==> src/hw/rtl/fhss_ram.sv <==
// ----------------------------------------------------------------------------
// fhss_ram
// Generic single-write, single-read RAM with a registered read port.
// ----------------------------------------------------------------------------
module fhss_ram #(
  parameter int WIDTH = 8,
  parameter int DEPTH = 16
) (
  input  logic                     clk,
  input  logic                     wr_en,
  input  logic [$clog2(DEPTH)-1:0] wr_addr,
  input  logic [WIDTH-1:0]         wr_data,
  input  logic                     rd_en,
  input  logic [$clog2(DEPTH)-1:0] rd_addr,
  output logic [WIDTH-1:0]         rd_data
);

  logic [WIDTH-1:0] mem [DEPTH];

  always_ff @(posedge clk) begin
    if (wr_en) begin
      mem[wr_addr] <= wr_data;
    end
    if (rd_en) begin
      rd_data <= mem[rd_addr];
    end
  end

endmodule

==> config.mk <==
export PLATFORM = sky130hd
export DESIGN_NAME = fhss_ram
export DESIGN_NICKNAME = d
export VERILOG_FILES = /design/src/hw/rtl/fhss_ram.sv
export SDC_FILE = /design/constraint.sdc
export NUM_CORES = 1
export LEC_CHECK = 0
export BUFFER_PORTS_ARGS = -buffer_cell sky130_fd_sc_hd__buf_4
export CORE_MARGIN = 5
export CORE_UTILIZATION = 62
export CTS_BUF_LIST = sky130_fd_sc_hd__clkbuf_4 sky130_fd_sc_hd__clkbuf_8
export CTS_CLUSTER_DIAMETER = 40
export DETAILED_ROUTE_END_ITERATION = 7
export HOLD_SLACK_MARGIN = 0.1
export PLACE_DENSITY = 0.81
export SLEW_MARGIN = 20
export SYNTH_ARGS = -nofsm -noshare
export SYNTH_HDL_FRONTEND = slang
export SYNTH_SLANG_ARGS = --single-unit
==> constraint.sdc <==
create_clock -name clk -period 2.7 [get_ports clk]
set_input_delay 0.27 -clock clk [delete_from_list [all_inputs] [get_ports clk]]
set_output_delay 0.27 -clock clk [all_outputs]
set_load 0.1 [all_outputs]
Word-level counts from Yosys, hierarchy flattened
Memory sizes are Yosys's and may differ from the RTL's. A register that Yosys moved wholly into a read port is not among the register bits. Index checks and enable logic that the tools add are counted.

Register bits: 0. Latch bits: 0. RAM bits: 128. Memory bits (read-only): 0. Input bits: 19. Output and inout port bits: 8. Logic and storage cells: 3. Memories: 1.

Add/subtract/negate cells: 0. Multiply operators: 0. Divide/modulo/power cells: 0. $lt $le $gt $ge: 0. Eq/ne operators: 0. Shifts and indexed selects: 0. Muxes and demuxes: 2. Bitwise operators: 0. Reduce and logical (&&, ||, !) cells: 0.

Memories: mem (depth 16, bits a word 8, rd ports 1, clocked after Yosys merged registers in 1, wr ports 1, line 18) `logic [WIDTH-1:0] mem [DEPTH];`.

Operator list (count): $mux 1 (2).

Logic depth before layout (Yosys ltp)
Word-level depth: 2. Depth in mapped cells: 5. Mapped depth without buffers: 3.

Least setup slack after synthesis
No wires, ideal clock.

Path type: input-to-reg. Start point: input wr_addr[2]. End point: memory mem[0][0], enable pin. Library setup time: 0.383 ns. Data arrival time: 1.380 ns. Required time: 2.317 ns. Setup slack: 0.937 ns. Cell stages on the path: 2. Path buffers: 0. Cells stage by stage: or3b_2 > nor3_1.

RTL lines: start: declaration (line 11) `input logic [$clog2(DEPTH)-1:0] wr_addr,`; end: declaration (line 18).

No word-level cell before the write port.

==> summary.txt <==
Run status
  – Run status: finished, final reports clean

Timing
  – Highest Clock Rate: 636 MHz
  – Actual transition at the worst max-transition pin: roughly 0.90 ns
  – Least setup slack across all paths after layout: around 1.1 ns
  – Max Clock Skew: about 0.01 ns
  – Final cycle utilization of the critical path: 58.3%
  – Setup repair after global routing missed its margin: no
  – Max_slew headroom: 39.9%
  – Hold Fails Final Rpt: 0
  – Number of pins exceeding their max-slew limit in the final report: 0
  – Final Critical Period: 1.57 ns
  – Final count of negative-setup-slack endpoints: 0
  – Aggregate negative setup slack: 0 ns

Min path
  – Cell depth of the worst min-delay path: 1
  – Path class of the lowest-slack min-delay path: in2reg

Placed design
  – Count of input and output buffers: 26
  – Pre-CTS setup slack: 0.643 ns
  – Detailed-placement wirelength estimate: between 6 and 7 mm
  – Placer congestion estimate: ~0.74

Clock network
  – Number of clock buffers inserted by TritonCTS: 17
  – Deepest clock path buffer count: 2
  – Number of hold buffers added after cts: 0
  – Count of instances resized after the clock tree is built: 0
  – TritonCTS clock tree: done
  – Num Clock Sinks: 136
  – Clock input transition at the sequential cells of the worst setup and hold paths: roughly 0.07 ns
  – Clock insertion delay at the later pin of the skew report: approximately 0.42 ns
  – Post-CTS setup buffer count: 0
  – Depth of the CTS H-tree: 4
  – Clock root buffer: sky130_fd_sc_hd__clkbuf_8

Floorplan
  – Y dimension of the die: 102 um
  – Number of ports placed on the die boundary: 27
  – Core Region: approximately 8000 um2
  – Initial cell density of the core: 63.6%
  – Number of core rows: 33
  – Die width: between 100 and 150 um
  – Area of the die: between 10000 and 15000 um2

Synthesis
  – Unique cell type count in the Yosys netlist: 18
  – Synthesized Nets: 248
  – Post-synthesis sequential area ratio: 78.1%
  – Number of flip-flops and latches in the synthesized netlist: about 140
  – Cells after Synth: around 230
  – Post-synthesis area per instance: 22.8 um2
  – Netlist area before placement: 5230 um2
  – Warning count from the yosys run: 0

Power and ir drop
  – IR Drop Worst-Case VDD: 437 uV
  – Pwr/cell area: 694 nW/um2
  – Leak pwr: 1.98 nW

Route
  – Number of iterations in the first detailed-routing pass: 5
  – Vias post-DR: 2433
  – Via density: 6.16
  – Routed wire per std cell: 24.1 um
  – Antenna viol nets, final: 0
  – Total detailed-routing wirelength: 9.52 mm
  – DRC violation count after routing: 0
  – Iter 0 DRT Violations: 229

Global routing
  – Maximum number of pins on one net before global-route repair: 33
  – Remaining Overflow, GRT: 0
  – Antenna violations before repair: 0
  – Total GRT Usage: 21.1%
  – Vias in the first global route: 2494
  – First-pass GRT wire length: 14.9 mm

Finish
  – Antenna diode count: 0
  – Share of post-route cells with drive strength above 1: between 20% and 30%
  – Nets: 296
  – Area occupied by registers: roughly 4100 um2
  – Layout-stage area growth over the synthesis result: 13.0%
  – Finished Core Util: between 70% and 80%
  – Fill cells: 460
  – Multi-input gate area: 1060 um2

Critical path
  – Data arrival at the endpoint of the critical path: 1.73 ns
  – Register-to-register setup slack: ~1.2 ns
  – Kind of critical path: in2reg
  – Worst Reg2Reg Path Length in Cells: 3
  – Highest net fanout along the worst path: 32
  – Element type at the critical path end: register
  – Startpoint class of the critical path: input port
  – Required time worst endpoint: 2.85 ns

Job
  – MaxCap Viol Count: 0
==> cell families after synthesis <==
family | count (synthesis) | synth area share, %
flip-flops | 136 | 78.1
AND/OR/NAND/NOR | 35 | 3.14
multiplexers | 32 | 14.8
AO/OA/AOI/OAI | 16 | 2.30
buffers and inverters | 10 | 1.65
==> power breakdown <==
part	leakage [nW]	total [mW]	internal, mW	switching, mW
logic	0.565	0.290	0.0990	0.191
registers	1.24	2.39	2.38	0.0133
clock network	0.178	1.42	0.735	0.681
==> sequential cells by signal, indices dropped and copies added, names as in the netlist <==
name / cells
mem: 128
rd_data: 8
==> synth_stat cells, drive strengths merged <==
cell           instances  area [um2]
or3b                   1        8.76
clkdlybuf4s25          3        30.0
and2                   1        6.26
a22oi                 16         120
nand3b                 2        15.0
nand3                  1        5.00
nor3                   4        20.0
nor2                  13        48.8
mux4                  32         773
nand2                  9        33.8
nand2b                 2        12.5
buf                    7        56.3
edfxtp               136        4080
and2b                  1        7.51
nor2b                  1        6.26
==> per-layer routing <==
metal	GRT usage, %	vias to the layer above	wire length [um]
met3	5.67	11	943
li1	-	1077	-
met4	6.46	0	102
met5	0	-	0
met2	31.0	130	4690
met1	31.9	1215	3780
==> final cells by class <==
type,count,share of cell area [%]
Clock inverter,12,1.44
Timing Repair Buffer,39,4.96
Tap cell,105,2.22
Multi-Input combinational cell,83,17.9
Clock buffer,20,4.34
Sequential cell,136,69.1
==> worst max-delay path: stages <==
cell	delay, ns
sky130_fd_sc_hd__buf_4	0.45
sky130_fd_sc_hd__mux4_1	0.62
sky130_fd_sc_hd__a22oi_1	0.30
sky130_fd_sc_hd__nand2_1	0.08
==> stage by stage <==
step / total power, mW / hold WS [ns] / instances / instance area [um2]
2_1_floorplan: 2.63 / 0.369 / 229 / 5230
3_3_place_gp: 2.72 / 0.563 / 363 / 5570
3_5_place_dp: 2.73 / 0.576 / 363 / 5570
4_1_cts: 4.12 / 0.133 / 395 / 5910
5_1_grt: 4.26 / 0.120 / 395 / 5910
6_report: 4.10 / 0.152 / 395 / 5910
==> worst paths after layout <==
check / from / to
max: rd_addr[0] / rd_data[4]
min: rd_en / rd_data[1]
max reg2reg: mem[1][5] / rd_data[5]
min reg2reg: mem[15][5] / rd_data[5]
==> placed cells by master, fill, tap and decap left out, types with 3 or more instances in the layout <==
master / n
sky130_fd_sc_hd__mux4_1: 14
sky130_fd_sc_hd__mux4_2: 18
sky130_fd_sc_hd__buf_4: 39
sky130_fd_sc_hd__clkinv_1: 5
sky130_fd_sc_hd__nand2_1: 9
sky130_fd_sc_hd__clkbuf_4: 3
sky130_fd_sc_hd__clkinv_2: 4
sky130_fd_sc_hd__a22oi_1: 16
sky130_fd_sc_hd__nor2_1: 13
sky130_fd_sc_hd__clkbuf_8: 17
sky130_fd_sc_hd__edfxtp_1: 136
sky130_fd_sc_hd__nor3_1: 4
Note: power is estimated with default switching activity, not from simulation.
