--- config.mk ---
export PLATFORM = sky130hd
export DESIGN_NAME = fhss_hash
export DESIGN_NICKNAME = d
export VERILOG_FILES = /design/src/hw/rtl/fhss_pkg.sv /design/src/hw/rtl/fhss_hash.sv
export SDC_FILE = /design/constraint.sdc
export NUM_CORES = 1
export LEC_CHECK = 0
export CAP_MARGIN = 20
export CORE_MARGIN = 5
export CORE_UTILIZATION = 45
export CTS_CLUSTER_SIZE = 28
export DETAILED_ROUTE_END_ITERATION = 8
export DONT_BUFFER_PORTS = 1
export HOLD_SLACK_MARGIN = 0.1
export PLACE_DENSITY = 0.6
export SYNTH_ARGS = -nofsm -noshare
export SYNTH_HDL_FRONTEND = slang
export SYNTH_SLANG_ARGS = --single-unit
--- constraint.sdc ---
create_clock -name clk -period 8.3 [get_ports clk]
set_input_delay 0.83 -clock clk [delete_from_list [all_inputs] [get_ports clk]]
set_output_delay 0.83 -clock clk [all_outputs]
set_load 0.005 [all_outputs]
--- src/hw/rtl/fhss_pkg.sv ---
// ----------------------------------------------------------------------------
// fhss_pkg
// Shared types and constants for the flow hash server select block.
// ----------------------------------------------------------------------------
package fhss_pkg;

  // Server table geometry
  localparam int TABLE_ENTRIES = 256;
  localparam int TBL_AW        = $clog2(TABLE_ENTRIES);
  localparam int MAC_W         = 48;

  // floor(2^32 / TABLE_ENTRIES), used for the hash-mod-table reduction
  localparam logic [31:0] TBL_RECIP = 32'(64'h1_0000_0000 / TABLE_ENTRIES);

  // Hash constants
  localparam logic [31:0] SEED_RESET = 32'd256;
  localparam logic [31:0] JH_INIT    = 32'hdead_beef;

  // Request kinds (tuser on the input side)
  localparam logic REQ_BYTE  = 1'b0;
  localparam logic REQ_WRITE = 1'b1;

  // Verdict codes (tuser on the output side)
  localparam logic [1:0] VERDICT_DROP = 2'd0;
  localparam logic [1:0] VERDICT_PASS = 2'd1;
  localparam logic [1:0] VERDICT_XMIT = 2'd2;

  // Frame parsing
  localparam logic [5:0]  POS_MAX       = 6'd63;
  localparam logic [5:0]  OFS_ETYPE_HI  = 6'd12;
  localparam logic [5:0]  OFS_ETYPE_LO  = 6'd13;
  localparam logic [5:0]  OFS_PROTO     = 6'd23;
  localparam logic [5:0]  OFS_SRC       = 6'd26;
  localparam logic [5:0]  OFS_PORTS     = 6'd34;
  localparam logic [5:0]  LEN_ETH       = 6'd14;
  localparam logic [5:0]  LEN_IP        = 6'd34;
  localparam logic [5:0]  LEN_TCP       = 6'd54;
  localparam logic [5:0]  LEN_UDP       = 6'd42;
  localparam logic [15:0] ETYPE_IPV4    = 16'h0800;
  localparam logic [7:0]  PROTO_TCP     = 8'd6;
  localparam logic [7:0]  PROTO_UDP     = 8'd17;

  // Frame summary handed from the parser to the hash pipeline
  typedef struct packed {
    logic [1:0]  verdict;
    logic [31:0] src;
    logic [31:0] ports;
  } frm_t;

  // Lookup request handed from the hash pipeline to the table stage
  typedef struct packed {
    logic [1:0]        verdict;
    logic [TBL_AW-1:0] slot;
  } lkp_t;

endpackage

--- src/hw/rtl/fhss_hash.sv ---
// ----------------------------------------------------------------------------
// fhss_hash
// Pipelined two-word Jenkins hash followed by reduction modulo the table
// size. Nine stages, each with its own valid bit and back-pressure.
// ----------------------------------------------------------------------------
module fhss_hash (
  input  logic              clk,
  input  logic              rst,
  input  logic [31:0]       seed,
  input  logic              in_valid,
  output logic              in_ready,
  input  fhss_pkg::frm_t    in_frm,
  output logic              out_valid,
  input  logic              out_ready,
  output fhss_pkg::lkp_t    out_lkp,
  output logic              busy
);

  localparam int AW   = fhss_pkg::TBL_AW;
  localparam int NSTG = 9;
  localparam logic [AW:0] TBL_N = (AW+1)'(fhss_pkg::TABLE_ENTRIES);

  function automatic logic [31:0] rotl(input logic [31:0] v, input int s);
    rotl = (v << s) | (v >> (32 - s));
  endfunction

  function automatic logic [31:0] mix(input logic [31:0] dst, input logic [31:0] src,
                                      input int s);
    mix = (dst ^ src) - rotl(src, s);
  endfunction

  logic [NSTG-1:0] vld;
  logic [NSTG-1:0] rdy;
  logic [1:0]      vd [NSTG];

  // stage payloads
  logic [31:0] s0_w0, s0_w1;
  logic [31:0] s1_a, s1_b, s1_c;
  logic [31:0] s2_a, s2_b, s2_c;
  logic [31:0] s3_a, s3_b, s3_c;
  logic [31:0] s4_b, s4_c;
  logic [31:0] s5_h;
  logic [31:0] s6_h;
  logic [63:0] s6_prod;
  logic [AW:0] s7_r;
  logic [AW-1:0] s8_slot;

  // mixing round intermediates
  logic [31:0] init, c_m1, a_m2, b_m3, c_m4, a_m5, b_m6, h_m7;
  logic [31:0] q_est, r_full;

  always_comb begin
    init  = seed + fhss_pkg::JH_INIT + 32'd8;
    c_m1  = mix(s1_c, s1_b, 14);
    a_m2  = mix(s1_a, c_m1, 11);
    b_m3  = mix(s2_b, s2_a, 25);
    c_m4  = mix(s2_c, b_m3, 16);
    a_m5  = mix(s3_a, s3_c, 4);
    b_m6  = mix(s3_b, a_m5, 14);
    h_m7  = mix(s4_c, s4_b, 24);
    q_est = s6_prod[63:32];
    r_full = s6_h - 32'(q_est * 32'(fhss_pkg::TABLE_ENTRIES));
  end

  // Per-stage ready chain
  always_comb begin
    rdy[NSTG-1] = !vld[NSTG-1] || out_ready;
    for (int i = NSTG - 2; i >= 0; i--) begin
      rdy[i] = !vld[i] || rdy[i+1];
    end
  end

  assign in_ready  = rdy[0];
  assign out_valid = vld[NSTG-1];
  assign out_lkp.verdict = vd[NSTG-1];
  assign out_lkp.slot    = s8_slot;
  assign busy      = |vld;

  // Valid bits
  always_ff @(posedge clk) begin
    if (rst) begin
      vld <= '0;
    end else begin
      if (rdy[0]) vld[0] <= in_valid;
      for (int i = 1; i < NSTG; i++) begin
        if (rdy[i]) vld[i] <= vld[i-1];
      end
    end
  end

  // Stage payloads
  always_ff @(posedge clk) begin
    if (rdy[0]) begin
      vd[0] <= in_frm.verdict;
      s0_w0 <= in_frm.src;
      s0_w1 <= in_frm.ports;
    end
    for (int i = 1; i < NSTG; i++) begin
      if (rdy[i]) vd[i] <= vd[i-1];
    end
    // init
    if (rdy[1]) begin
      s1_a <= s0_w0 + init;
      s1_b <= s0_w1 + init;
      s1_c <= init;
    end
    // rounds 1-2
    if (rdy[2]) begin
      s2_a <= a_m2;
      s2_b <= s1_b;
      s2_c <= c_m1;
    end
    // rounds 3-4
    if (rdy[3]) begin
      s3_a <= s2_a;
      s3_b <= b_m3;
      s3_c <= c_m4;
    end
    // rounds 5-6
    if (rdy[4]) begin
      s4_b <= b_m6;
      s4_c <= s3_c;
    end
    // round 7
    if (rdy[5]) begin
      s5_h <= h_m7;
    end
    // quotient estimate by reciprocal
    if (rdy[6]) begin
      s6_h    <= s5_h;
      s6_prod <= 64'(s5_h) * 64'(fhss_pkg::TBL_RECIP);
    end
    // remainder, below twice the table size
    if (rdy[7]) begin
      s7_r <= r_full[AW:0];
    end
    // final correction
    if (rdy[8]) begin
      s8_slot <= (s7_r >= TBL_N) ? AW'(s7_r - TBL_N) : s7_r[AW-1:0];
    end
  end

endmodule

# == Word level (Yosys, flattened, before mapping) ==
# Memory sizes are Yosys's and may differ from the RTL's.
# Index checks and enable logic that the tools add are counted.
# op_classes
reduce_logical,19
eq_ne,0
n_mul,0
div_mod_pow,0
addsub,13
n_mux,19
order_cmp,1
bitwise_logic,14
shifts,0
# op_table
operator,count
32-bit subtractor,5
32-bit XOR,5
32-bit adder,2
"32-bit adder, second input constant",1
"32-bit by 4-bit adder with 32-bit output, second input constant",1
32-bit by 11-bit bitwise OR with 32-bit output,1
32-bit by 14-bit bitwise OR with 32-bit output,1
32-bit by 16-bit bitwise OR with 32-bit output,1
32-bit by 25-bit bitwise OR with 32-bit output,1
32-bit by 4-bit bitwise OR with 32-bit output,1
1-bit 2-to-1 mux,18
9-bit subtractor,2
17-bit by 14-bit bitwise OR with 17-bit output,1
17-bit subtractor,1
17-bit XOR,1
"9-bit greater-or-equal comparator, second input constant",1
1-bit logical NOT,9
1-bit logical OR,9
"1-bit by 9-bit bitwise OR with 9-bit output, first input constant",1
9-bit OR reduction,1
9-bit XOR,1
8-bit 2-to-1 mux,1
"8-bit by 1-bit subtractor with 8-bit output, second input constant",1
# word_totals
latch_bits,0
rom_bits,0
regBits,407
n_memories,1
input_bits,102
wordCells,93
ram_bits,18
output_inout_bits,13
# memory_table
memory,words,width,rd,rd_ports_with_merged_regs,write_ports,line,rtl
vd,9,2,9,0,9,fhss_hash.sv:34,logic [1:0] vd [NSTG];

# == Longest topological paths before layout ==
# depth
word_depth,12
depth_mapped,32
mapped_depth_nobuf,32

# == Worst setup path after synthesis ==
# Ideal clock, no wire load.
# synth_path
kind,in2reg
start,input out_ready
end,register s1_a[0] (enable)
setup_slack_ps,1372
t_arrival_ps,6012
cell_stages,6
t_required_ps,7384
setup_time_ps,916
n_path_buf,0
path_cell_list,nor2b_1 and2_1 and3_1 nand3_1 nor2_1 nand2_1
# synth_via
elab_chain_cells,8
# synth_rtl
item,line,rtl
"start, declared",fhss_hash.sv:14,"input logic out_ready,"
1-bit logical OR,fhss_hash.sv:67,rdy[NSTG-1] = !vld[NSTG-1] || out_ready;
1-bit logical OR (5 in a row),fhss_hash.sv:69,rdy[i] = !vld[i] || rdy[i+1];
net rdy[3],fhss_hash.sv:33,logic [NSTG-1:0] rdy;
1-bit logical OR (2 in a row),fhss_hash.sv:69,
net rdy[1],fhss_hash.sv:33,
"end signal, assigned",fhss_hash.sv:103,s1_a <= s0_w0 + init;
"end, declared",fhss_hash.sv:38,"logic [31:0] s1_a, s1_b, s1_c;"
# The timed path passes the listed nets, and every way through them passes these cells.
# A chain may end at the register's enable or synchronous reset.

# == Worst setup path in the final report ==
# layout_path
start,register s3_c[29]
end,register s4_b[15] (data pin)
# layout_via
elab_chain_cells,4
elab_cells_between_ends,6
classes_between,add/sub (2); bitwise (4)
# layout_rtl
item,line,rtl
"start, declared",fhss_hash.sv:40,"logic [31:0] s3_a, s3_b, s3_c;"
"start signal, assigned",fhss_hash.sv:117,s3_c <= c_m4;
32-bit by 4-bit bitwise OR with 32-bit output or 32-bit XOR (tied branches),"fhss_hash.sv:24, fhss_hash.sv:29",
32-bit subtractor *,fhss_hash.sv:29,"mix = (dst ^ src) - rotl(src, s);"
17-bit XOR or 17-bit by 14-bit bitwise OR with 17-bit output (tied branches),"fhss_hash.sv:29, fhss_hash.sv:24",
17-bit subtractor *,fhss_hash.sv:29,
net b_m6[15],fhss_hash.sv:49,"logic [31:0] init, c_m1, a_m2, b_m3, c_m4, a_m5, b_m6, h_m7;"
"end signal, assigned",fhss_hash.sv:121,s4_b <= b_m6;
"end, declared",fhss_hash.sv:41,"logic [31:0] s4_b, s4_c;"
# The timed path passes the listed nets; every way through them passes the cells marked *.

==> flow_summary.json <==
{
  "drt_wl_cell_um": 22.0,
  "tritoncts_clock_tree": "done",
  "fill_cells": 5423,
  "rsz_0062_raised_after_global_routing": "false",
  "design_area_um2": 30100,
  "start_kind": "flip-flop",
  "post-synth-top-area-cell": "edfxtp_1",
  "boundaryPins": 115,
  "layout_worst_path_cycle_share_pct": 79.1,
  "synth_nets": 2878,
  "placeableCoreArea_um2": 60500,
  "cp_data_required_time_ns": 8.65,
  "initial_core_util_pct": 45.5,
  "crit_fanout": 3,
  "initial_antenna_violation_count": 1,
  "report.final.slew_viol_count": 0,
  "synthArstFlopShare_pct": 0,
  "slew_headroom_pct": 29.7,
  "first_global_vias": 18600,
  "netlist_instances": 2528,
  "synth.avg_cell_area_um2": 10.9,
  "synth_top_cell_area_share_pct": 44.7,
  "critical_path.max_stage_delay_ns": 0.57,
  "hold_buffers": 0,
  "placedInstanceArea_um2": 28500,
  "crit_slowest_cell": "edfxtp_1",
  "post_synth_instance_area_um2": 27500,
  "number_of_buffers_inserted_by_port_buffering": 0,
  "timing.max_cap.violations": 0,
  "ctsHtreeMaxLevel": 2,
  "routed_via_density": 5.49,
  "dp_hpwl_mm": 61.3,
  "place.gp.congestion": 0.950,
  "final_net_count": 2911,
  "grt_util_all_layers_pct": 21.8,
  "synth-edff-count": 410,
  "postCtsSetupRepairBufs": 0,
  "path_class": "flip-flop to flip-flop",
  "worst_pin_slew_ns": 1.05,
  "syn2layout_area_growth_pct": 9.37,
  "cts.reportedPaths.clkPinSlew_ns": 0.07,
  "status": "completed",
  "drive_gt1_share_pct": 5.85,
  "cp_data_arrival_time_ns": 6.91,
  "die_height_um": 257,
  "postLayoutCoreUtil_pct": 49.8,
  "drt_pass1_iterations": 5,
  "synth-seq-area-share_pct": 45.4,
  "die_x_extent_um": 257,
  "synth_seq_cells": 419,
  "layout_common_cells": "edfxtp_1, ha_1, inv_1",
  "hp-class": "input port to flip-flop",
  "cts_repair_resize_count": 0,
  "grt_first_pass_wirelength_mm": 111,
  "synthesis.yosys.warnings": 0,
  "synth.top_cells.by_area": "edfxtp_1, ha_1, xor2_1",
  "numClockSinks": 419,
  "timing.final.setup_violations": 0,
  "cts_buffers": 48,
  "insertion_delay_ns": 0.59,
  "cell_repeated_most_along_the_worst_path": "o21ai_0",
  "route.antenna.remaining_nets": 0,
  "postRouteWirelength_mm": 74.3,
  "setup_slack_ns": 1.74,
  "synth.distinct_cells": 100,
  "detailedPlace.worstSlack_ns": 1.77,
  "final.setup.tns_ns": 0,
  "root_buffer_selected_by_cts": "clkbuf_16",
  "final_hold_viol_count": 0,
  "timing.clock.skew_ns": 0.0135,
  "ys.flop_type": "edfxtp_1",
  "number_of_design_rule_violations_left_after_detail_routing": 0,
  "drtIter0Drc": 982,
  "antenna_cells": 0,
  "timing.final.crit_period_ns": 6.56,
  "highest_clock_rate_mhz": 152,
  "placement_rows": 90,
  "layout.cells.most_common": "edfxtp_1",
  "endpoint_kind": "flip-flop",
  "via_count": 18500,
  "pin_count_of_the_biggest_net_entering_global_routing": 79,
  "max-clock-path-buffers": 3,
  "die-area_um2": 66200,
  "grt-ovfl-total": 0
}
## routing by layer
| layer | vias up | part of all wire [%] | global-route usage [%] |
|---|---|---|---|
| met4 | 0 | 6.5 | 11.8 |
| met5 | - | 0 | 0 |
| met1 | 8772 | 41 | 26.1 |
| met3 | 151 | 3.9 | 2.65 |
| met2 | 424 | 49 | 38.4 |
| li1 | 9201 | - | - |
## cell type report
class / instances / area (um2) / area share [%]
clock buffer: 56 / 1250 / 4.16
sequential: 419 / 12500 / 41.5
inverter: 228 / 857 / 2.85
clock inverter: 32 / 348 / 1.16
multi-input combinational: 1851 / 14100 / 46.7
tap: 782 / 978 / 3.25
timing repair buffer: 13 / 118 / 0.391
## synthesized netlist by cell type (15+ instances only)
cell type and count:
nor2b_1 32, nand4_1 17, nor2_1 156, nand2b_1 32, xnor2_1 213, and2_1 17
nand2_1 128, a211oi_1 16, nor3_1 28, o21bai_1 31, and3_1 15, a31oi_1 19
o21ai_0 92, nand3_1 49, o21a_1 41, clkbuf_1 17, ha_1 240, edfxtp_1 410
a21o_1 96, a21oi_1 182, xor2_1 214, inv_1 228
## path summary, 6_finish.rpt
| path | end | startpoint | cells past startpoint | slack (ns) |
|---|---|---|---|---|
| worst min-delay path | vld[3] | rst | 1 | 0.30 |
| worst min register to register | s6_h[0] | s5_h[0] | 0 | 0.41 |
| worst max register to register | s4_b[15] | s3_c[29] | 32 | 1.74 |
| worst max-delay path | s4_b[15] | s3_c[29] | 32 | 1.74 |
## cells by family after synthesis
group,count (synthesis),share of synthesized area [%]
DFF,419,45.4
and+or+nand+nor,539,9.85
xor gates and xnor gates,436,14.3
muxes,4,0.159
buffers and inverters,258,3.66
adders and majority gates,252,11.6
AOI/OAI and AO/OA,620,15.0
## per-stage QoR
step           std cells  hold WS (ns)
2_1_floorplan       2528         0.400
3_3_place_gp        3292         0.402
3_5_place_dp        3292         0.405
4_1_cts             3380         0.255
5_1_grt             3381         0.264
6_report            3381         0.300
## worst max-delay path: cells and delay by family (launching register included)
family	cells	cell delay, ns
AOI/OAI and AO/OA	23	4.36
xor gates and xnor gates	2	0.30
adders and majority gates	2	0.58
buffers and inverters	2	0.16
DFF	1	0.57
and+or+nand+nor	3	0.33
Power is not shown: default switching activity piles up to over one toggle a cycle in this logic, so the estimate is an artifact.
