==> config.mk <==
export PLATFORM = sky130hd
export DESIGN_NAME = fhss_parse
export DESIGN_NICKNAME = d
export VERILOG_FILES = /design/src/hw/rtl/fhss_pkg.sv /design/src/hw/rtl/fhss_parse.sv
export SDC_FILE = /design/constraint.sdc
export NUM_CORES = 1
export LEC_CHECK = 0
export ABC_CLOCK_PERIOD_IN_PS = 4100
export BUFFER_PORTS_ARGS = -buffer_cell sky130_fd_sc_hd__buf_2
export CORE_MARGIN = 2
export CORE_UTILIZATION = 60
export CTS_CLUSTER_DIAMETER = 60
export DETAILED_ROUTE_END_ITERATION = 6
export PLACE_DENSITY_LB_ADDON = 0.05
export SLEW_MARGIN = 20
export SYNTH_ARGS = -nofsm -noshare
export SYNTH_HDL_FRONTEND = slang
export SYNTH_SLANG_ARGS = --single-unit
==> constraint.sdc <==
create_clock -name clk -period 4.1 [get_ports clk]
set_clock_uncertainty 0.1 [all_clocks]
set_input_delay 0.41 -clock clk [delete_from_list [all_inputs] [get_ports clk]]
set_output_delay 0.41 -clock clk [all_outputs]
set_load 0.02 [all_outputs]
==> src/hw/rtl/fhss_pkg.sv <==
// ----------------------------------------------------------------------------
// fhss_pkg
// Shared types and constants for the flow hash server select block.
// ----------------------------------------------------------------------------
package fhss_pkg;

  // Server table geometry
  localparam int TABLE_ENTRIES = 256;
  localparam int TBL_AW        = $clog2(TABLE_ENTRIES);
  localparam int MAC_W         = 48;

  // floor(2^32 / TABLE_ENTRIES), used for the hash-mod-table reduction
  localparam logic [31:0] TBL_RECIP = 32'(64'h1_0000_0000 / TABLE_ENTRIES);

  // Hash constants
  localparam logic [31:0] SEED_RESET = 32'd256;
  localparam logic [31:0] JH_INIT    = 32'hdead_beef;

  // Request kinds (tuser on the input side)
  localparam logic REQ_BYTE  = 1'b0;
  localparam logic REQ_WRITE = 1'b1;

  // Verdict codes (tuser on the output side)
  localparam logic [1:0] VERDICT_DROP = 2'd0;
  localparam logic [1:0] VERDICT_PASS = 2'd1;
  localparam logic [1:0] VERDICT_XMIT = 2'd2;

  // Frame parsing
  localparam logic [5:0]  POS_MAX       = 6'd63;
  localparam logic [5:0]  OFS_ETYPE_HI  = 6'd12;
  localparam logic [5:0]  OFS_ETYPE_LO  = 6'd13;
  localparam logic [5:0]  OFS_PROTO     = 6'd23;
  localparam logic [5:0]  OFS_SRC       = 6'd26;
  localparam logic [5:0]  OFS_PORTS     = 6'd34;
  localparam logic [5:0]  LEN_ETH       = 6'd14;
  localparam logic [5:0]  LEN_IP        = 6'd34;
  localparam logic [5:0]  LEN_TCP       = 6'd54;
  localparam logic [5:0]  LEN_UDP       = 6'd42;
  localparam logic [15:0] ETYPE_IPV4    = 16'h0800;
  localparam logic [7:0]  PROTO_TCP     = 8'd6;
  localparam logic [7:0]  PROTO_UDP     = 8'd17;

  // Frame summary handed from the parser to the hash pipeline
  typedef struct packed {
    logic [1:0]  verdict;
    logic [31:0] src;
    logic [31:0] ports;
  } frm_t;

  // Lookup request handed from the hash pipeline to the table stage
  typedef struct packed {
    logic [1:0]        verdict;
    logic [TBL_AW-1:0] slot;
  } lkp_t;

endpackage

==> src/hw/rtl/fhss_parse.sv <==
// ----------------------------------------------------------------------------
// fhss_parse
// Byte-wise frame parser: tracks the byte position, captures the header
// fields and forms the verdict on the last byte of a frame.
// ----------------------------------------------------------------------------
module fhss_parse (
  input  logic               clk,
  input  logic               rst,
  input  logic               byte_en,
  input  logic [7:0]         byte_data,
  input  logic               byte_last,
  output fhss_pkg::frm_t     frm
);

  logic [5:0]  pos;
  logic [15:0] etype;
  logic [7:0]  proto;
  logic [31:0] src;
  logic [31:0] ports;

  logic [5:0]  pos_next;
  logic [15:0] etype_next;
  logic [7:0]  proto_next;
  logic [31:0] src_next;
  logic [31:0] ports_next;
  logic [1:0]  verdict;

  // Field capture for the current byte
  always_comb begin
    etype_next = etype;
    proto_next = proto;
    src_next   = src;
    ports_next = ports;
    if (pos == fhss_pkg::OFS_ETYPE_HI) etype_next[15:8] = byte_data;
    if (pos == fhss_pkg::OFS_ETYPE_LO) etype_next[7:0]  = byte_data;
    if (pos == fhss_pkg::OFS_PROTO)    proto_next       = byte_data;
    // source address and port word, little-endian lanes
    for (int k = 0; k < 4; k++) begin
      if (pos == fhss_pkg::OFS_SRC + 6'(k))   src_next[8*k +: 8]   = byte_data;
      if (pos == fhss_pkg::OFS_PORTS + 6'(k)) ports_next[8*k +: 8] = byte_data;
    end
    pos_next = (pos == fhss_pkg::POS_MAX) ? pos : pos + 6'd1;
  end

  // Verdict, frame length counts this byte
  always_comb begin
    if (pos_next < fhss_pkg::LEN_ETH) begin
      verdict = fhss_pkg::VERDICT_DROP;
    end else if (etype_next != fhss_pkg::ETYPE_IPV4) begin
      verdict = fhss_pkg::VERDICT_PASS;
    end else if (pos_next < fhss_pkg::LEN_IP) begin
      verdict = fhss_pkg::VERDICT_DROP;
    end else if (proto_next == fhss_pkg::PROTO_TCP) begin
      verdict = (pos_next < fhss_pkg::LEN_TCP) ? fhss_pkg::VERDICT_DROP
                                               : fhss_pkg::VERDICT_XMIT;
    end else if (proto_next == fhss_pkg::PROTO_UDP) begin
      verdict = (pos_next < fhss_pkg::LEN_UDP) ? fhss_pkg::VERDICT_DROP
                                               : fhss_pkg::VERDICT_XMIT;
    end else begin
      verdict = fhss_pkg::VERDICT_PASS;
    end
  end

  assign frm.verdict = verdict;
  assign frm.src     = src_next;
  assign frm.ports   = ports_next;

  // Frame state, cleared at the end of every frame
  always_ff @(posedge clk) begin
    if (rst) begin
      pos   <= '0;
      etype <= '0;
      proto <= '0;
      src   <= '0;
      ports <= '0;
    end else if (byte_en) begin
      if (byte_last) begin
        pos   <= '0;
        etype <= '0;
        proto <= '0;
        src   <= '0;
        ports <= '0;
      end else begin
        pos   <= pos_next;
        etype <= etype_next;
        proto <= proto_next;
        src   <= src_next;
        ports <= ports_next;
      end
    end
  end

endmodule

# Word level (Yosys, flattened, before mapping)
# Index checks and enable logic that the tools add are counted.
dict set report word_totals {
  regBits 94
  out_inout_bits 66
  wordCells 49
}
dict set report op_classes {
  add_sub_neg 1
  n_lt_le_gt_ge 4
  n_eq_ne 15
  muxes 24
}
# cell count
set op_table {}
lappend op_table {{two-way mux 8 bit} 12}
lappend op_table {{two-way mux 32 bit} 2}
lappend op_table {{equality test 6 x 5 -> 1 bit, second input constant} 5}
lappend op_table {{equality test 6 bit, second input constant} 5}
lappend op_table {{< comparator 6 bit, second input constant} 3}
lappend op_table {{two-way mux 16 bit} 1}
lappend op_table {{inequality test 16 x 12 -> 1 bit, second input constant} 1}
lappend op_table {{two-way mux 2 bit} 7}
lappend op_table {{equality test 6 x 4 -> 1 bit, second input constant} 2}
lappend op_table {{two-way mux 6 bit} 2}
lappend op_table {{equality test 8 x 3 -> 1 bit, second input constant} 1}
lappend op_table {{equality test 8 x 5 -> 1 bit, second input constant} 1}
lappend op_table {{adder 6 x 1 -> 6 bit, second input constant} 1}
lappend op_table {{< comparator 6 x 4 -> 1 bit, second input constant} 1}

# Depth between registers and ports, before layout
# Gate-level depths: netlist of run 1.
dict set report depth {
  depth_word 9
  ltp_mapped 7
}

# Worst setup path before layout of run 1
# OpenSTA, ideal clock, no wires.
dict set report synth_path {
  path_kind {flip-flop to output port}
  start {register pos[0]}
  end {output frm[65] (netlist bit)}
  arrival_ns 2.080
  slack_ns 1.510
  stages_incl_launch_ff 7
  path_buffers 0
  cell_sequence {dfxtp_1 ha_1 nand2_1 nor3_1 mux2i_1 o211ai_1 a2111oi_2}
}
# item line_no
set synth_rtl {}
lappend synth_rtl {{start: declaration} fhss_parse.sv:15} ;# logic [5:0] pos;
lappend synth_rtl {{start signal: assignment} fhss_parse.sv:84} ;# pos <= pos_next;
lappend synth_rtl {{end: declaration} fhss_parse.sv:12} ;# output fhss_pkg::frm_t frm

==> results.ini, run 1 <==
[job]
maxCapViolations = 0

[timing]
maxSlewHeadroom_pct = 53.3
fin_tns_setup_ps = 0
worstMarginPinSlew_ps = 700
slew_viol_final = 0
fin_ws_ps = 651
setup_viol = 0
fmax_mhz = 290
rsz0062_at_grt = no
period_share_pct = 84.1
hold_violations = 0
period_needed_ps = 3450

[critical_path]
path_cells = ha_1, nand2_1, nor3_1, mux2i_1, o211ai_1, a2111oi_2, buf_2
crit_path_end_kind = output port
cp.arrival_ps = 2940
reg2reg_from = pos[1]
r2r_cells = 6
crit_required_ps = 3590
critical_path_class = reg2out
cp_slowest_cell = nor3_1
r2r_end = proto[1]
critPathLaunchType = flop
slowest_delay_ps = 520
cp_max_fo = 14
r2r_slack_ps = 1610

[placed_design]
post-place-cells = 676
place_area_um2 = 5080
port_buffers = 77
gp_congestion = 0.833
hpwl_um = 7490
pre_cts_ws_ps = 1080

[pwr]
power_frac_comb_pct = 5.2
seq_power_share_pct = 53.0
p_per_area_nw_per_um2 = 324
power.total_uw = 1730
worst_ir_drop_vdd_mv = 0.183
internal_power_uw = 1320
p_sw_uw = 403
clock_power_share_pct = 41.9
leakage_uw = 0.00230
swShare_pct = 23.4

[clock_tree]
hold_buffers = 0
clock_sinks = 94
clock_path_buffers = 2
cts_resized = 0
h-tree-depth = 3
tritoncts = built
numCtsBuffers = 9
post_cts_buffers = 0
path_clk_slew_ps = 90
cts-root-buf = clkbuf_8
clock_latency_ps = 360

[floorplan]
rows = 32
start_util_pct = 61.5
fp.dieArea_um2 = 8600
io_pins = 78
die_w_um = 92.8
placeableCoreArea_um2 = 7690
die_h_um = 92.8

[logic_synthesis]
synth_nets = 553
avgSynthCellArea_um2 = 8.80
synth.most_common_cell = nor2_1
yosys.area.top_type = dfxtp_1
syn_inst = 537
syn_area_um2 = 4730
synth_edf_count = 0
synthFlopType = dfxtp_1
seq_area_frac_synth_pct = 39.8
async_reset_ff_share_pct = 0
yosys_warnings = 0
ys_ff_latch = 94
ys_types = 52
yosys-top-cells-count = nor2_1, dfxtp_1, mux2_2
synthTopCellsByArea = dfxtp_1, mux2_2, nor2_1
synth_top_area_share_pct = 39.8

[hold_path]
min_delay_worst_endpoint = ports[20]
hp-class = in2reg
hold_start = rst
whs_path_depth = 2

[cells_and_area]
final_area_um2 = 5330
syn2layout_area_growth_pct = 12.7
nFillCells = 658
diodes = 0
nets = 601
stdcell_count = 692
drive_gt1_share_pct = 28.6
multiInputGateArea_um2 = 2660
ff_latch_area_um2 = 1880

[routing]
viasPerCell = 6.02
vias = 4165
drtIter0Drc = 264
drt_pass1_iterations = 5
ant_nets = 0
wl_um = 11900
drc = 0
wl_per_cell_um = 17.1

[global_route]
grt_use_total_pct = 28.2
grt_max_degree = 69
antenna_found_initial = 0
grt-ovfl-total = 0
grt_pass1_vias = 3883
grt_pass1_wl_um = 19300

[status]
status = completed

## how the worst max path moves through the flow
stage          startpoint  endpoint
6_report           pos[1]   frm[65]
5_1_grt            pos[0]   frm[65]
4_1_cts            pos[0]   frm[65]
3_5_place_dp       pos[0]   frm[65]
3_3_place_gp       pos[0]   frm[65]
2_1_floorplan      pos[0]   frm[65]
## per-layer routing
layer	global-route usage, %	part of all wire, %
met3	5.13	5.0
met1	38.3	46
met4	9.93	1.8
met5	0	0
met2	44.9	48
## flip-flops by register name, summed over array words and instances, names as in the netlist
signal and count:
proto 8, pos 6, ports 32, src 32, etype 16
## stage by stage
stage	utilization, %	hold WS, ps
global placement	66.1	377
CTS	69.3	390
detailed placement	66.1	385
floorplan	-	361
global route	69.3	415
finish	69.3	388
## worst max-delay path, delay by kind of cell, from the launching register on
kind	cells	cell delay, ps
AO/OA/AOI/OAI	2	460
adder cells (fa/ha/maj)	1	480
buffers and inverters	1	210
flip-flops	1	430
multiplexers	1	300
AND/OR/NAND/NOR	2	690
## kinds of logic (layout without fill, tap and decap cells)
group           Yosys count  in the layout  share of synthesized area, %
simple gates            208            208                          23.0
fa+ha+maj                 4              4                          1.06
xor+xnor                  1              1                         0.185
compound gates          120            120                          16.4
buf+inv                  45             98                          4.08
flops                    94             94                          39.8
mux                      65             65                          15.5
## cell type report
type,count,share of cell area [%]
clock buffers,12,3.10
clock inverters,4,1.46
inverters,2,0.141
multi-input cells,398,49.9
flip-flops and latches,94,35.3
well taps,102,2.40
repair buffers,80,7.66
## layout by cell type, fill, tap and decap left out, types with 2 or more instances in the layout
cell / count
nand3_1: 4
nor2b_1: 54
nand2_1: 9
nand4_1: 4
mux2_2: 56
and2_1: 3
mux2_1: 8
and2_2: 2
dfxtp_1: 94
a21oi_1: 54
and3_1: 5
nor4_1: 5
nand2b_1: 2
buf_4: 3
clkinv_4: 2
o21ai_1: 3
o21ai_0: 3
o211ai_1: 2
ha_1: 4
a22oi_1: 41
clkbuf_8: 12
a31o_2: 2
inv_1: 2
o21ai_2: 3
nor2_1: 100
bufinv_16: 2
nor3_1: 3
and4bb_2: 2
and2_0: 2
nor4bb_1: 3
buf_2: 77
a31oi_1: 3
## power by group through the flow
stage | combinational (µW) | clock (µW) | sequential [µW]
6_report | 89.3 | 723 | 914
3_3_place_gp | 87.7 | 0 | 935
4_1_cts | 88.2 | 730 | 914
2_1_floorplan | 53.4 | 0 | 935
3_5_place_dp | 87.9 | 0 | 935
5_1_grt | 95.6 | 771 | 914
No activity file was read; power rests on OpenSTA's default activity.
==> run 2, diff against run 1 <==
--- a/config.mk
+++ b/config.mk
@@ -5,10 +5,10 @@
 export SDC_FILE = /design/constraint.sdc
 export NUM_CORES = 1
 export LEC_CHECK = 0
-export ABC_CLOCK_PERIOD_IN_PS = 4100
+export ABC_CLOCK_PERIOD_IN_PS = 3200
 export BUFFER_PORTS_ARGS = -buffer_cell sky130_fd_sc_hd__buf_2
 export CORE_MARGIN = 2
-export CORE_UTILIZATION = 60
+export CORE_UTILIZATION = 56
 export CTS_CLUSTER_DIAMETER = 60
 export DETAILED_ROUTE_END_ITERATION = 6
 export PLACE_DENSITY_LB_ADDON = 0.05
==> constraint.sdc (replaced) <==
create_clock -name clk -period 3.2 [get_ports clk]
set_clock_uncertainty 0.1 [all_clocks]
set_input_delay 0.32 -clock clk [delete_from_list [all_inputs] [get_ports clk]]
set_output_delay 0.32 -clock clk [all_outputs]
set_load 0.02 [all_outputs]
==> results.ini, run 2 (synthesis results as in run 1) <==
[status]
status = completed

[timing]
fin_ws_ps = 269  ; -382 ps
setup_viol = 0  ; unchanged
slew_viol_final = 0  ; unchanged
period_needed_ps = 2930
hold_violations = 0  ; unchanged
worstMarginPinSlew_ps = 663  ; -37.2 ps
fin_tns_setup_ps = 0  ; unchanged
maxSlewHeadroom_pct = 55.5  ; +2.1 points
fmax_mhz = 341
period_share_pct = 91.6
rsz0062_at_grt = no

[critical_path]
crit_path_end_kind = output port
slowest_delay_ps = 440  ; -80 ps
critical_path_class = reg2out
cp_slowest_cell = dfxtp_1
path_buf_inv = 1  ; unchanged
cp.arrival_ps = 2510  ; -430 ps
cp_max_fo = 14  ; unchanged
crit_required_ps = 2780  ; -810 ps
critPathLaunchType = flop
path_cells = ha_2, nand2_1, nor3_1, mux2i_1, o211ai_1, a2111oi_2, buf_2
cp_top_family = compound AO/OA/AOI/OAI gates

[routing]
drc = 0  ; unchanged
drtIter0Drc = 294  ; +11%
drt_pass1_iterations = 5  ; unchanged
wl_um = 12500  ; +5.5%
ant_nets = 0  ; unchanged
viasPerCell = 5.90  ; -1.9%
vias = 4137  ; -0.67%
wl_per_cell_um = 17.8  ; +4.1%

[placed_design]
hpwl_um = 7890  ; +5.4%
pre_cts_ws_ps = 540  ; -540 ps
gp_congestion = 0.888  ; +6.7%
port_buffers = 77  ; unchanged

[clock_tree]
path_clk_slew_ps = 90  ; about the same
clock_sinks = 94  ; unchanged
hold_buffers = 0  ; unchanged
numCtsBuffers = 9  ; unchanged
cts-root-buf = clkbuf_8
tritoncts = built
clock_latency_ps = 360  ; about the same
clock_path_buffers = 2  ; unchanged
h-tree-depth = 3  ; unchanged

[cells_and_area]
layout_commonest_cell = nor2_1
utilization_pct = 65.1  ; -4.2 points
diodes = 0  ; unchanged
largestRegisters = ports x32, src x32, etype x16
syn2layout_area_growth_pct = 13.2
final_cell_mix = nor2_1, dfxtp_1, buf_2
nets = 607  ; +1.0%
drive_gt1_share_pct = 29.2  ; +0.55 points

[pwr]
p_per_area_nw_per_um2 = 396  ; +22%
seq_power_share_pct = 55.3  ; +2.3 points
clock_power_share_pct = 38.8  ; -3.1 points
p_sw_uw = 536  ; +33%
worst_ir_drop_vdd_mv = 0.270  ; +48%
leakage_uw = 0.00231  ; +0.24%
swShare_pct = 25.3  ; +1.9 points
internal_power_uw = 1580  ; +20%
power_frac_comb_pct = 5.9  ; +0.7 points

[floorplan]
io_pins = 78  ; unchanged
die_w_um = 95.9  ; +3.4%
rows = 33  ; +3.1%
die_h_um = 95.9  ; +3.4%
start_util_pct = 57.5  ; -4.0 points
placeableCoreArea_um2 = 8220  ; +6.9%
fp.dieArea_um2 = 9190  ; +6.8%

[global_route]
grt_max_degree = 95  ; +38%
grt_pass1_wl_um = 19900  ; +3.3%
grt_pass1_vias = 3919  ; +0.93%
grt_use_total_pct = 28.1  ; -0.039 points
grt-ovfl-total = 0  ; unchanged
antenna_found_initial = 0  ; unchanged

[job]
maxCapViolations = 0  ; unchanged

[hold_path]
hp-class = in2reg

==> run 2: final timing paths <==
path                     start  cells past startpoint  endpoint  slack (ps)
hold / removal    byte_data[6]                      3  proto[6]         200
setup reg to reg        pos[3]                      5   src[16]         920
setup / recovery        pos[0]                      7   frm[65]         270
hold reg to reg        src[27]                      2   src[27]         410
==> run 2: through the flow <==
step / instance area, µm² / total power (µW) / cells / hold WS (ps)
after floorplan: 4730 / 1270 / 537 / 361
after global placement: 5150 / 1320 / 685 / 378
after detailed placement: 5150 / 1320 / 685 / 394
after CTS: 5350 / 2130 / 701 / 197
after global routing: 5350 / 2190 / 701 / 201
final: 5350 / 2120 / 701 / 200
==> run 2: cell type report <==
cell class | instances | area, µm²
tap | 105 | 131
fill | 731 | 2870
sequential | 94 | 1880
multi-input combinational | 398 | 2660
timing repair buffer | 86 | 465
inverter | 2 | 7.51
clock inverter | 4 | 55.1
clock buffer | 12 | 145
==> run 2: per-layer routing <==
metal  track usage, %  up-vias  part of all wire (%)
met5                0        -                     0
met4             6.90        0                  0.98
met3             7.20        9                   5.4
met2             46.4       94                    49
met1             36.9     2035                    45
li1                 -     1999                     -
==> run 2: worst register-to-register path, stage by stage (launching register included) <==
cell and delay (ps):
dfxtp_1 560, and2_1 360, and3_1 530, and2_0 420, a22oi_1 120, nor2_1 130
==> run 2: power groups by stage <==
stage	Combinational [µW]	Clock [µW]	Sequential (µW)
6_report	125	822	1170
3_3_place_gp	121	0	1200
4_1_cts	123	833	1170
3_5_place_dp	122	0	1200
5_1_grt	132	882	1170
2_1_floorplan	68.4	0	1200
==> run 2: timing repair <==
action / CTS / global route
hold endpoints to repair: 0 / 0
buffers inserted: 0 / 0
endpoints found under the setup margin: 0 / 1
resized for setup: 0 / 1
==> run 3, diff against run 2 <==
--- a/config.mk
+++ b/config.mk
@@ -5,10 +5,11 @@
 export SDC_FILE = /design/constraint.sdc
 export NUM_CORES = 1
 export LEC_CHECK = 0
-export ABC_CLOCK_PERIOD_IN_PS = 3200
+export ABC_CLOCK_PERIOD_IN_PS = 3500
 export BUFFER_PORTS_ARGS = -buffer_cell sky130_fd_sc_hd__buf_2
+export CAP_MARGIN = 20
 export CORE_MARGIN = 2
-export CORE_UTILIZATION = 56
+export CORE_UTILIZATION = 60
 export CTS_CLUSTER_DIAMETER = 60
 export DETAILED_ROUTE_END_ITERATION = 6
 export PLACE_DENSITY_LB_ADDON = 0.05
@@ -16,3 +17,4 @@
 export SYNTH_ARGS = -nofsm -noshare
 export SYNTH_HDL_FRONTEND = slang
 export SYNTH_SLANG_ARGS = --single-unit
+export TNS_END_PERCENT = 1
==> constraint.sdc (replaced) <==
create_clock -name clk -period 3.5 [get_ports clk]
set_clock_uncertainty 0.1 [all_clocks]
set_input_delay 0.35 -clock clk [delete_from_list [all_inputs] [get_ports clk]]
set_output_delay 0.35 -clock clk [all_outputs]
set_load 0.02 [all_outputs]
==> results.ini, run 3 (synthesis results as in run 1) <==
[status]
status = completed

[cells_and_area]
largestRegisters = ports x32, src x32, etype x16
nets = 602  ; -0.82%
nFillCells = 680  ; -7.0%
final_area_um2 = 5300  ; -0.84%
final_cell_mix = nor2_1, dfxtp_1, buf_2
ff_latch_area_um2 = 1880  ; unchanged
drive_gt1_share_pct = 28.8  ; -0.38 points
diodes = 0  ; unchanged
layout_commonest_cell = nor2_1
multiInputGateArea_um2 = 2670  ; about the same
syn2layout_area_growth_pct = 12.2

[clock_tree]
numCtsBuffers = 9  ; unchanged
post_cts_buffers = 0  ; unchanged
clock_sinks = 94  ; unchanged
path_clk_slew_ps = 100  ; about the same
clock_latency_ps = 360  ; about the same
tritoncts = built
h-tree-depth = 3  ; unchanged
clock_path_buffers = 2  ; unchanged
cts-root-buf = clkbuf_8

[timing]
slew_viol_final = 0  ; unchanged
period_needed_ps = 3170
hold_violations = 0  ; unchanged
setup_viol = 0  ; unchanged
worstMarginPinSlew_ps = 963  ; +300 ps
maxSlewHeadroom_pct = 35.8  ; -20 points
period_share_pct = 90.6
rsz0062_at_grt = no
fin_tns_setup_ps = 0  ; unchanged
fmax_mhz = 315

[critical_path]
crit_path_end_kind = output port
critPathLaunchType = flop
path_cells = ha_1, nand2_1, nor3_2, mux2i_1, o211ai_1, a2111oi_2, buf_2
crit_required_ps = 3050  ; +270 ps
cp_slowest_cell = ha_1
path_buf_inv = 1  ; unchanged
critical_path_class = reg2out
cp_top_family = adder cells
slowest_delay_ps = 500  ; +60 ps
cp.arrival_ps = 2720  ; +210 ps
cp_max_fo = 14  ; unchanged

[hold_path]
hp-class = in2reg

[floorplan]
fp.dieArea_um2 = 8600  ; -6.4%
start_util_pct = 61.5  ; +4.0 points
rows = 32  ; -3.0%
die_h_um = 92.8  ; -3.2%
io_pins = 78  ; unchanged
die_w_um = 92.8  ; -3.2%
placeableCoreArea_um2 = 7690  ; -6.4%

[placed_design]
hpwl_um = 7410  ; -6.1%
place_area_um2 = 5090  ; -1.0%
port_buffers = 77  ; unchanged
gp_congestion = 0.883  ; -0.62%

[routing]
wl_per_cell_um = 17.3  ; -2.8%
ant_nets = 0  ; unchanged
viasPerCell = 5.98  ; +1.3%
drt_pass1_iterations = 5  ; unchanged
wl_um = 12000  ; -4.0%
drc = 0  ; unchanged
vias = 4136  ; -0.024%
drtIter0Drc = 284  ; -3.4%

[pwr]
p_per_area_nw_per_um2 = 365  ; -7.7%
worst_ir_drop_vdd_mv = 0.196  ; -28%
leakage_uw = 0.00228  ; -0.93%

[global_route]
grt_pass1_wl_um = 19300  ; -3.3%
grt_use_total_pct = 28.3  ; +0.12 points
grt-ovfl-total = 0  ; unchanged
grt_pass1_vias = 3913  ; -0.15%
antenna_found_initial = 0  ; unchanged
grt_max_degree = 95  ; unchanged

[job]
maxCapViolations = 0  ; unchanged

## run 3: cell types whose count changed in the layout (fill, tap and decap cells not counted)
| cell | change |
|---|---|
| clkbuf_8 | +1 |
| buf_4 | -4 |
| ha_2 | -1 |
| nor3_2 | +1 |
| buf_12 | -1 |
| ha_1 | +1 |
| clkbuf_1 | -2 |
| nor3_1 | -1 |
## run 3: final timing paths
kind / end / start / slack, ps / cells past startpoint
setup / recovery: frm[65] / pos[1] / 330 / 7
hold reg to reg: src[19] / src[19] / 400 / 2
setup reg to reg: src[21] / pos[3] / 1190 / 5
hold / removal: proto[1] / byte_data[1] / 270 / 3
## run 3: metal layers
metal  vias up  part of all wire (%)  track usage [%]
li1       1985                     -                -
met1      2009                    45             38.1
met2       125                    47             45.1
met3        17                   5.8             4.64
met4         0                   1.8             11.4
met5         -                     0                0
## run 3: worst reg2reg max path, stage by stage, from the launching register on
cell and delay, ps:
dfxtp_1 580, and2_1 360, and3_1 540, and2_0 420, a22oi_1 140, nor2_1 120
## run 3: area by class of cell
cell class,count,share of cell area (%)
well taps,102,2.41
repair buffers,81,7.83
clock inverters,4,1.04
clock buffers,11,2.85
inverters,2,0.142
flip-flops and latches,94,35.5
multi-input cells,398,50.2
## run 3: report_power, final
group          switching, µW  leakage [µW]  internal [µW]
logic                   88.2       0.00143           17.5
clock network            392      0.000102            370
registers               1.47      0.000757           1070
## run 3: timing repair
| item | CTS | global route |
|---|---|---|
| hold buffers | 0 | 0 |
| setup endpoints to repair | 0 | 1 |
| gates resized for setup | 0 | 1 |
| hold endpoints to repair | 0 | 0 |
## run 3: metrics by stage
stage	utilization, %	hold slack (ps)	instances	power [µW]	setup slack [ps]
global placement	66.2	378	677	1200	690
global route	69.0	316	692	1990	74.6
detailed placement	66.2	385	677	1200	574
floorplan	-	361	537	1160	970
CTS	68.9	269	692	1940	176
finish	69.0	273	692	1940	329
